--- src/hdl/epoch_seconds_to_calendar_date_macros.svh ---
// ---------------------------------------------------------------------------
// assertion macros
// shared property forms for the date converter checks
// ---------------------------------------------------------------------------
`ifndef EPOCH_SECONDS_TO_CALENDAR_DATE_MACROS_SVH
`define EPOCH_SECONDS_TO_CALENDAR_DATE_MACROS_SVH

// same-cycle implication
`define ESC_ASSERT_IMP(label, clk, rst, ante, cons, msg) \
   label: assert property (@(posedge clk) disable iff (rst) (ante) |-> (cons)) \
      else $error(msg);

// next-cycle implication
`define ESC_ASSERT_NXT(label, clk, rst, ante, cons, msg) \
   label: assert property (@(posedge clk) disable iff (rst) (ante) |=> (cons)) \
      else $error(msg);

`endif

--- src/hdl/esc_pkg.sv ---
// ---------------------------------------------------------------------------
// esc_pkg
// types, constants and month table for the epoch to calendar converter
// ---------------------------------------------------------------------------
package esc_pkg;

   localparam int SECS_W = 31;
   localparam int DAYS_W = 15;
   localparam int TOD_W  = 17;
   localparam int REMH_W = 12;
   localparam int WQ_W   = 12;

   // constant divisions by reciprocal multiply: q = ((x >> PRE) * MUL) >> QSH
   // 86400 = 675 << 7, exact for every 24-bit x
   localparam int          DAY_PRE  = 7;
   localparam logic [24:0] DAY_MUL  = 25'd25451659;
   localparam int          DAY_QSH  = 34;
   // 3600 = 225 << 4, exact below one day
   localparam int          HOUR_PRE = 4;
   localparam logic [13:0] HOUR_MUL = 14'd9321;
   localparam int          HOUR_QSH = 21;
   // 60 = 15 << 2, exact below one hour
   localparam int          MIN_PRE  = 2;
   localparam logic [10:0] MIN_MUL  = 11'd1093;
   localparam int          MIN_QSH  = 14;
   // divide by 7, exact for every 15-bit day count
   localparam logic [15:0] WDAY_MUL = 16'd37450;
   localparam int          WDAY_QSH = 18;

   localparam logic [16:0] DAY_SECS  = 17'd86400;
   localparam logic [11:0] HOUR_SECS = 12'd3600;
   localparam logic [5:0]  MIN_SECS  = 6'd60;
   localparam logic [2:0]  WEEK_DAYS = 3'd7;

   localparam logic [10:0] FIRST_YEAR   = 11'd1970;
   localparam logic [6:0]  FIRST_C100   = 7'd70;
   localparam logic [8:0]  FIRST_C400   = 9'd370;
   localparam logic [2:0]  THURSDAY     = 3'd4;
   localparam logic [8:0]  DAYS_NORMAL  = 9'd365;
   localparam logic [8:0]  DAYS_LEAP    = 9'd366;
   localparam logic [3:0]  LAST_MONTH   = 4'd11;

   // datapath load codes
   localparam logic [3:0] LD_NONE  = 4'd0;
   localparam logic [3:0] LD_SECS  = 4'd1;
   localparam logic [3:0] LD_DAYS  = 4'd2;
   localparam logic [3:0] LD_TOD   = 4'd3;
   localparam logic [3:0] LD_HOUR  = 4'd4;
   localparam logic [3:0] LD_REMH  = 4'd5;
   localparam logic [3:0] LD_MIN   = 4'd6;
   localparam logic [3:0] LD_SEC   = 4'd7;
   localparam logic [3:0] LD_MONTH = 4'd8;

   typedef struct packed {
      logic [3:0] load;
      logic       year_step;
      logic       month_step;
      logic       out_load;
   } dp_cmd_type;

   typedef struct packed {
      logic year_fit;
      logic month_fit;
   } dp_sts_type;

   function automatic logic [4:0] month_len(input logic leap, input logic [3:0] mon);
      logic [4:0] len;
      unique case (mon)
         4'd0, 4'd2, 4'd4, 4'd6, 4'd7, 4'd9, 4'd11: len = 5'd31;
         4'd3, 4'd5, 4'd8, 4'd10:                   len = 5'd30;
         4'd1:                                      len = leap ? 5'd29 : 5'd28;
         default:                                   len = 5'd31;
      endcase
      return len;
   endfunction

endpackage

--- src/hdl/esc_dpath.sv ---
// ---------------------------------------------------------------------------
// esc_dpath
// reciprocal-multiply time split, year and month walkers, result register
// ---------------------------------------------------------------------------
`include "epoch_seconds_to_calendar_date_macros.svh"

module esc_dpath
   import esc_pkg::*;
(
   input  logic                clock,
   input  logic                reset,
   input  dp_cmd_type          cmd,
   output dp_sts_type          sts,
   input  logic [SECS_W-1:0]   req_epoch_seconds,
   output logic [10:0]         rsp_year,
   output logic [3:0]          rsp_month,
   output logic [4:0]          rsp_day_of_month,
   output logic [4:0]          rsp_hour,
   output logic [5:0]          rsp_minute,
   output logic [5:0]          rsp_second,
   output logic [2:0]          rsp_weekday
);

   logic [SECS_W-1:0] secs_ff;
   logic [DAYS_W-1:0] days_ff;
   logic [TOD_W-1:0]  tod_ff;
   logic [REMH_W-1:0] remh_ff;
   logic [WQ_W-1:0]   wq_ff;
   logic [4:0]        hour_ff;
   logic [5:0]        minute_ff, second_ff;
   logic [2:0]        weekday_ff;
   logic [10:0]       year_ff;
   logic [6:0]        c100_ff;
   logic [8:0]        c400_ff;
   logic [3:0]        mon_ff;

   logic [10:0] out_year_ff;
   logic [3:0]  out_month_ff;
   logic [4:0]  out_mday_ff, out_hour_ff;
   logic [5:0]  out_minute_ff, out_second_ff;
   logic [2:0]  out_wday_ff;

   logic [48:0]       day_prod;
   logic [SECS_W-1:0] day_base;
   logic [DAYS_W-1:0] wday_num, wday_base;
   logic [29:0]       wday_prod;
   logic [25:0]       hour_prod;
   logic [TOD_W-1:0]  hour_base;
   logic [19:0]       min_prod;
   logic [REMH_W-1:0] min_base;

   logic        leap;
   logic [8:0]  ylen;
   logic [4:0]  mlen;

   // quotients by reciprocal multiply, remainders by multiply back and subtract
   assign day_prod  = 49'(secs_ff[SECS_W-1:DAY_PRE]) * 49'(DAY_MUL);
   assign day_base  = SECS_W'(days_ff) * SECS_W'(DAY_SECS);
   assign wday_num  = days_ff + DAYS_W'(THURSDAY);
   assign wday_prod = 30'(wday_num) * 30'(WDAY_MUL);
   assign wday_base = DAYS_W'(wq_ff) * DAYS_W'(WEEK_DAYS);
   assign hour_prod = 26'(tod_ff[TOD_W-1:HOUR_PRE]) * 26'(HOUR_MUL);
   assign hour_base = TOD_W'(hour_ff) * TOD_W'(HOUR_SECS);
   assign min_prod  = 20'(remh_ff[REMH_W-1:MIN_PRE]) * 20'(MIN_MUL);
   assign min_base  = REMH_W'(minute_ff) * REMH_W'(MIN_SECS);

   assign leap = (year_ff[1:0] == 2'b00) && ((c100_ff != 7'd0) || (c400_ff == 9'd0));
   assign ylen = leap ? DAYS_LEAP : DAYS_NORMAL;
   assign mlen = month_len(leap, mon_ff);

   assign sts.year_fit  = (days_ff < DAYS_W'(ylen));
   assign sts.month_fit = (mon_ff == LAST_MONTH) || (days_ff < DAYS_W'(mlen));

   // split and walk registers
   always_ff @(posedge clock) begin
      unique case (cmd.load)
         LD_SECS: begin
            secs_ff <= req_epoch_seconds;
         end
         LD_DAYS: begin
            days_ff <= DAYS_W'(day_prod >> DAY_QSH);
         end
         LD_TOD: begin
            tod_ff <= TOD_W'(secs_ff - day_base);
            wq_ff  <= WQ_W'(wday_prod >> WDAY_QSH);
         end
         LD_HOUR: begin
            hour_ff    <= 5'(hour_prod >> HOUR_QSH);
            weekday_ff <= 3'(wday_num - wday_base);
         end
         LD_REMH: begin
            remh_ff <= REMH_W'(tod_ff - hour_base);
         end
         LD_MIN: begin
            minute_ff <= 6'(min_prod >> MIN_QSH);
         end
         LD_SEC: begin
            second_ff <= 6'(remh_ff - min_base);
            year_ff   <= FIRST_YEAR;
            c100_ff   <= FIRST_C100;
            c400_ff   <= FIRST_C400;
         end
         LD_MONTH: begin
            mon_ff <= '0;
         end
         default: begin
            if (cmd.year_step) begin
               days_ff <= days_ff - DAYS_W'(ylen);
               year_ff <= year_ff + 11'd1;
               c100_ff <= (c100_ff == 7'd99)  ? 7'd0 : c100_ff + 7'd1;
               c400_ff <= (c400_ff == 9'd399) ? 9'd0 : c400_ff + 9'd1;
            end
            if (cmd.month_step) begin
               days_ff <= days_ff - DAYS_W'(mlen);
               mon_ff  <= mon_ff + 4'd1;
            end
         end
      endcase
   end

   // result register
   always_ff @(posedge clock) begin
      if (cmd.out_load) begin
         out_year_ff   <= year_ff;
         out_month_ff  <= mon_ff;
         out_mday_ff   <= days_ff[4:0] + 5'd1;
         out_hour_ff   <= hour_ff;
         out_minute_ff <= minute_ff;
         out_second_ff <= second_ff;
         out_wday_ff   <= weekday_ff;
      end
   end

   assign rsp_year         = out_year_ff;
   assign rsp_month        = out_month_ff;
   assign rsp_day_of_month = out_mday_ff;
   assign rsp_hour         = out_hour_ff;
   assign rsp_minute       = out_minute_ff;
   assign rsp_second       = out_second_ff;
   assign rsp_weekday      = out_wday_ff;

   `ESC_ASSERT_IMP(a_month_bound, clock, reset, cmd.month_step, mon_ff != LAST_MONTH, "month overrun")
   `ESC_ASSERT_NXT(a_year_inc, clock, reset, cmd.year_step, year_ff == $past(year_ff) + 11'd1, "year stuck")
   `ESC_ASSERT_IMP(a_hour_range, clock, reset, cmd.out_load, hour_ff <= 5'd23, "hour out of range")

endmodule

--- src/hdl/esc_ctrl.sv ---
// ---------------------------------------------------------------------------
// esc_ctrl
// sequencer for the conversion phases and the result handshake
// ---------------------------------------------------------------------------
`include "epoch_seconds_to_calendar_date_macros.svh"

module esc_ctrl
   import esc_pkg::*;
(
   input  logic       clock,
   input  logic       reset,
   input  logic       req_valid,
   output logic       req_ready,
   output logic       rsp_valid,
   input  logic       rsp_ready,
   output dp_cmd_type cmd,
   input  dp_sts_type sts
);

   localparam logic [3:0] ST_IDLE  = 4'd0;
   localparam logic [3:0] ST_DAYS  = 4'd1;
   localparam logic [3:0] ST_TOD   = 4'd2;
   localparam logic [3:0] ST_HOUR  = 4'd3;
   localparam logic [3:0] ST_REMH  = 4'd4;
   localparam logic [3:0] ST_MIN   = 4'd5;
   localparam logic [3:0] ST_SEC   = 4'd6;
   localparam logic [3:0] ST_YEAR  = 4'd7;
   localparam logic [3:0] ST_MONTH = 4'd8;
   localparam logic [3:0] ST_DONE  = 4'd9;

   logic [3:0] state_ff, state_in;
   logic       rsp_valid_ff, rsp_valid_in;
   logic       out_free;

   assign out_free  = !rsp_valid_ff || rsp_ready;
   assign req_ready = (state_ff == ST_IDLE);
   assign rsp_valid = rsp_valid_ff;

   always_comb begin
      state_in = state_ff;
      cmd      = '0;
      cmd.load = LD_NONE;
      unique case (state_ff)
         ST_IDLE: begin
            if (req_valid) begin
               cmd.load = LD_SECS;
               state_in = ST_DAYS;
            end
         end
         ST_DAYS: begin
            cmd.load = LD_DAYS;
            state_in = ST_TOD;
         end
         ST_TOD: begin
            cmd.load = LD_TOD;
            state_in = ST_HOUR;
         end
         ST_HOUR: begin
            cmd.load = LD_HOUR;
            state_in = ST_REMH;
         end
         ST_REMH: begin
            cmd.load = LD_REMH;
            state_in = ST_MIN;
         end
         ST_MIN: begin
            cmd.load = LD_MIN;
            state_in = ST_SEC;
         end
         ST_SEC: begin
            cmd.load = LD_SEC;
            state_in = ST_YEAR;
         end
         ST_YEAR: begin
            if (sts.year_fit) begin
               cmd.load = LD_MONTH;
               state_in = ST_MONTH;
            end else begin
               cmd.year_step = 1'b1;
            end
         end
         ST_MONTH: begin
            if (sts.month_fit) begin
               state_in = ST_DONE;
            end else begin
               cmd.month_step = 1'b1;
            end
         end
         ST_DONE: begin
            if (out_free) begin
               cmd.out_load = 1'b1;
               state_in     = ST_IDLE;
            end
         end
         default: begin
            state_in = ST_IDLE;
         end
      endcase
   end

   always_comb begin
      priority if (cmd.out_load) begin
         rsp_valid_in = 1'b1;
      end else if (rsp_ready) begin
         rsp_valid_in = 1'b0;
      end else begin
         rsp_valid_in = rsp_valid_ff;
      end
   end

   always_ff @(posedge clock) begin
      if (reset) begin
         state_ff     <= ST_IDLE;
         rsp_valid_ff <= 1'b0;
      end else begin
         state_ff     <= state_in;
         rsp_valid_ff <= rsp_valid_in;
      end
   end

   `ESC_ASSERT_IMP(a_no_overwrite, clock, reset, cmd.out_load, !rsp_valid_ff || rsp_ready, "result overwritten")
   `ESC_ASSERT_NXT(a_taken_clears, clock, reset, rsp_valid_ff && rsp_ready && !cmd.out_load, !rsp_valid_ff, "taken result still shown")
   `ESC_ASSERT_NXT(a_accept_starts, clock, reset, req_valid && req_ready, state_ff == ST_DAYS, "accept did not start")

endmodule

--- src/hdl/epoch_seconds_to_calendar_date.sv ---
// ---------------------------------------------------------------------------
// epoch_seconds_to_calendar_date
// seconds since 1970-01-01 00:00:00 to broken-down utc calendar time
// ---------------------------------------------------------------------------
// usage
//   req channel carries one 31-bit seconds count per word (valid/ready)
//   rsp channel returns year, month 0-11, day 1-31, hour, minute, second
//   and weekday (0 sunday) per word, one result for every request
//   after accept, six steps split days, time of day and weekday by
//   reciprocal multiply and multiply-back subtraction; then the year
//   walker steps once per year past 1970 (0..68 steps) and the month
//   walker once per month (0..11 steps), each stopping when the day
//   count fits, and the done state loads the result register once the
//   output register is free; one conversion at a time, so a new word is
//   taken only after the previous result is loaded into the output
//   the result sits in an output register, so a new word is taken while a
//   finished result waits; a stalled receiver only blocks the next finish
//   reset clears only the sequencer and rsp_valid; datapath values are kept
// ---------------------------------------------------------------------------
module epoch_seconds_to_calendar_date
   import esc_pkg::*;
(
   input  logic              clock,
   input  logic              reset,
   // request
   input  logic              req_valid,
   output logic              req_ready,
   input  logic [SECS_W-1:0] req_epoch_seconds,
   // result
   output logic              rsp_valid,
   input  logic              rsp_ready,
   output logic [10:0]       rsp_year,
   output logic [3:0]        rsp_month,
   output logic [4:0]        rsp_day_of_month,
   output logic [4:0]        rsp_hour,
   output logic [5:0]        rsp_minute,
   output logic [5:0]        rsp_second,
   output logic [2:0]        rsp_weekday
);

   // sequencer to datapath commands and status flags
   dp_cmd_type cmd;
   dp_sts_type sts;

   // phase sequencer and result handshake
   esc_ctrl u_ctrl (
      .clock     (clock),
      .reset     (reset),
      .req_valid (req_valid),
      .req_ready (req_ready),
      .rsp_valid (rsp_valid),
      .rsp_ready (rsp_ready),
      .cmd       (cmd),
      .sts       (sts)
   );

   // time split, year/month walkers and output register
   esc_dpath u_dpath (
      .clock             (clock),
      .reset             (reset),
      .cmd               (cmd),
      .sts               (sts),
      .req_epoch_seconds (req_epoch_seconds),
      .rsp_year          (rsp_year),
      .rsp_month         (rsp_month),
      .rsp_day_of_month  (rsp_day_of_month),
      .rsp_hour          (rsp_hour),
      .rsp_minute        (rsp_minute),
      .rsp_second        (rsp_second),
      .rsp_weekday       (rsp_weekday)
   );

endmodule

--- config.mk ---
export PLATFORM = sky130hd
export DESIGN_NAME = epoch_seconds_to_calendar_date
export DESIGN_NICKNAME = d
export VERILOG_FILES = /design/src/hdl/esc_pkg.sv /design/src/hdl/esc_dpath.sv /design/src/hdl/esc_ctrl.sv /design/src/hdl/epoch_seconds_to_calendar_date.sv
export VERILOG_INCLUDE_DIRS = /design/src /design/src/hdl
export SDC_FILE = /design/constraint.sdc
export NUM_CORES = 1
export LEC_CHECK = 0
export BUFFER_PORTS_ARGS = -buffer_cell sky130_fd_sc_hd__buf_2
export CAP_MARGIN = 20
export CORE_ASPECT_RATIO = 1.5
export CORE_MARGIN = 2
export CORE_UTILIZATION = 35
export DETAILED_ROUTE_END_ITERATION = 8
export PLACE_DENSITY = 0.61
export SLEW_MARGIN = 10
export SYNTH_ARGS = -nofsm -noshare
export SYNTH_HDL_FRONTEND = slang
export SYNTH_SLANG_ARGS = --single-unit
--- constraint.sdc ---
create_clock -name clock -period 7 [get_ports clock]
set_input_delay 0.35 -clock clock [delete_from_list [all_inputs] [get_ports clock]]
set_output_delay 0.35 -clock clock [all_outputs]
set_load 0.01 [all_outputs]
==> impl_results.md <==
- Cells after synthesis: 2088
- Starting Density: 35.2%
- Crit-path cells: fa_1, ha_1, fa_1, fa_1, inv_1, fa_1, inv_1, fa_1, inv_1, fa_1, inv_1, ha_1, and3_1, and3_1, nand2_1, a211oi_1, nor3_1, buf_4, o21ai_1, a311oi_1, buf_4, xor2_1, o21ai_1
- DIE WIDTH: 211 um
- Critical path class: flop to flop
- Synth cell types: 67
- Detailed-route DRC error count: 0
- Crit. Startpoint: u_dpath.secs_ff[24]
- Layout Area Growth over Synthesis: 10.4%
- CTS tree: built
- Post-synth EDFFs: 169
- Yosys top cell by area: ha_1
- Mapped Area: 0.0225 mm^2
- Area of placed instances: 0.0242 mm^2
- Global route overflow: 0
- H-tree Lvls: 4
- Layout cells sized above 1: 7.92%
- Syn Nets: 2896
- CTS Hold Bufs: 0
- RSZ-0062 raised after global routing: false
- Peak Freq: 148 MHz
- Compound-cell area share of the yosys netlist: 6.34%
- Seq cells post-synth: 174
- Sum of negative setup slack: 0 ns
- Largest net degree at the start of global routing: 41
- Drt pass-1 iters: 5
- Levels on crit path: 23
- HP Class: input port to flop
- Clock-pin transition on the worst setup and hold timing paths: 0.08 ns
- Initial antenna violation count: 5
- Buffers and inverters on the worst path: 6
- ANT nets after route: 0
- Vias: 14900
- Crit. End Element: flop
- Routed wire per std cell: 18.2 um
- Final Cycle Share: 96.5%
- Setup ws final: 0.246 ns
- Slew HR: 34.3%
- Worst path max stage delay: 0.55 ns
- Die area: 0.0665 mm^2
- RePlAce Congestion: 0.986
- Dpl cells: 2996
- First-pass GRT wire length: 87700 um
- Share of the synthesized area in the top cell type: 29.3%
- Critical hold path startpoint: req_epoch_seconds[24]
- Top_reg_cell synth: edfxtp_1
- # IOs: 77
- Max_cap viols: 0
- Seq/Total Area, Yosys: 23.0%
- R2R depth: 23
- Net count, final: 3017
- Rows: 114
- Area share of fa/ha/maj cells after synthesis: 51.1%
- Die Ht: 315 um
- Slowest-stage cell, CP: edfxtp_1
- Multiplexer area fraction after synthesis: 0.133%
- Asr flop ratio synth: 0%
- Number of global-route vias before repair: 16400
- Iter 0 DRT Violations: 677
- Most Frequent Cell on Critical Path: fa_1
- Synth warnings: 0
- Final WL: 55400 um
- Cell Count, Final, Fillers Out: 3037
- Skew-Pair Late Insertion Delay: 0.46 ns
- Final setup fails: 0
- Gr usage total: 17.4%
- Delay-heaviest family, CP: adder cells
- Pre-CTS setup slack: 0.147 ns
- Worst setup SP type: flop
- Final min period: 6.75 ns
- Worst-Margin Slew: 0.985 ns
- Mapped Avg Cell Area: 10.8 um^2
- Critical Path AT: 6.94 ns
- Synth Area in XOR/XNOR: 4.78%
- PortBufs: 76
- Detailed Place HPWL: 48400 um
- CP required: 7.19 ns
- Via density per instance: 4.91
- Post-route clock skew: 0.0176 ns
- Simple-gate share of the synthesized area: 5.99%
- Largest family of logic cells by synthesized area: adder cells
- CTS sink cnt: 174
- Final Cell Area: 0.0249 mm^2
- Final Slew Violations: 0
- Root buf cell: clkbuf_16
- CTS max path bufs: 2
- Crit Path Max Fanout: 6
- CTS Buf Count: 17
- Status: finished clean
- Origin of the critical flop-to-flop path: u_dpath.secs_ff[24]
- Core area: 0.0640 mm^2
- Hold Path Cell Cnt: 1
- Dominant cells by area after synthesis: ha_1 (29%), edfxtp_1 (23%), fa_1 (22%), inv_1 (8.3%), xnor2_1 (3.1%)
- Final hold vios: 0
[cell usage in the layout, fill, tap and decap left out, types with 5 or more instances in the layout]
master	n
inv_1	501
o21ai_0	31
nand2_1	63
and3_1	12
fa_1	245
buf_4	46
nor2_1	67
o21bai_1	8
a21o_1	30
clkinv_8	7
dfxtp_1	5
ha_1	528
nand4_1	10
o22ai_1	6
or3_1	7
nor3_1	15
xor2_1	42
nand3_1	42
clkbuf_16	17
xnor2_1	80
nand2b_1	17
buf_2	76
edfxtp_1	169
nor2b_1	10
o211ai_1	6
a211oi_1	7
o21ai_1	11
and2_1	5
a21oi_1	74
o21a_1	7
[final timing paths]
path	to	slack, ns
max	u_dpath.days_ff[11]	0.25
min	u_dpath.secs_ff[24]	0.06
max reg2reg	u_dpath.days_ff[11]	0.25
min reg2reg	u_dpath.tod_ff[1]	0.42
[cell usage after synthesis (3+ instances only)]
master / instances
nand2_1: 63
o22ai_1: 6
nor3b_1: 3
a21oi_1: 76
o21bai_1: 8
a21o_1: 30
dfxtp_1: 5
nand4_1: 10
o211ai_1: 6
o21ai_0: 32
clkbuf_1: 17
edfxtp_1: 169
mux2i_1: 3
inv_1: 501
nand3_1: 42
a31oi_1: 4
ha_1: 528
a211oi_1: 8
nor2b_1: 11
nor3_1: 18
nand2b_1: 17
fa_1: 245
a211o_1: 3
xor2_1: 42
xnor2_1: 81
and3_1: 12
or3_1: 7
nor2_1: 67
o31ai_1: 3
and2_1: 6
o21a_1: 7
o21ai_1: 10
and4_1: 4
[cells by family (layout without fill, tap and decap cells)]
family | Yosys count | count (layout)
xor gates and xnor gates | 123 | 123
adders and majority gates | 773 | 773
other | 0 | 3
and+or+nand+nor | 272 | 272
DFF | 174 | 174
buffers and inverters | 522 | 656
muxes | 3 | 3
AOI/OAI and AO/OA | 221 | 221
[layout make-up]
class | count | area (um^2)
fill | 6198 | 39200
inverter | 501 | 1880
clock inverter | 15 | 188
clock buffer | 17 | 425
timing repair buffer | 123 | 753
tap | 812 | 1020
multi-input combinational | 1392 | 15400
antenna | 3 | 7.51
sequential | 174 | 5170
[routing by layer]
metal | global-route usage (%) | share of wire [%] | vias up | routed length, um
met5 | 0 | 0 | - | 0
met4 | 9.75 | 5.3 | 0 | 2940
met3 | 1.29 | 1.9 | 100 | 1050
met2 | 33.9 | 56 | 246 | 30900
met1 | 18.1 | 37 | 7435 | 20500
li1 | - | - | 7122 | -
[registers in the layout (all words and copies together) (netlist names), 7 cells and up]
register / flops
u_dpath.c100_ff: 7
u_dpath.rsp_year: 11
u_dpath.year_ff: 11
u_dpath.remh_ff: 12
u_dpath.tod_ff: 17
u_dpath.secs_ff: 31
u_dpath.days_ff: 15
u_dpath.c400_ff: 9
[metrics by stage]
stage / utilization [%] / hold slack, ns
detailed placement: 37.8 / 0.405
global placement: 37.7 / 0.401
global route: 38.9 / 0.0474
floorplan: - / 0.400
CTS: 38.7 / 0.0341
finish: 38.9 / 0.0623
[repair_timing]
| item | in CTS | in global routing |
|---|---|---|
| buffers inserted | 0 | 6 |
| hold endpoints to repair | 0 | 0 |
| gates resized for setup | 0 | 5 |
| endpoints found under the setup margin | 0 | 6 |
Power is left out: the tool's default activity adds up to more than one toggle a clock period on the data nets, which glitch-free logic cannot reach.
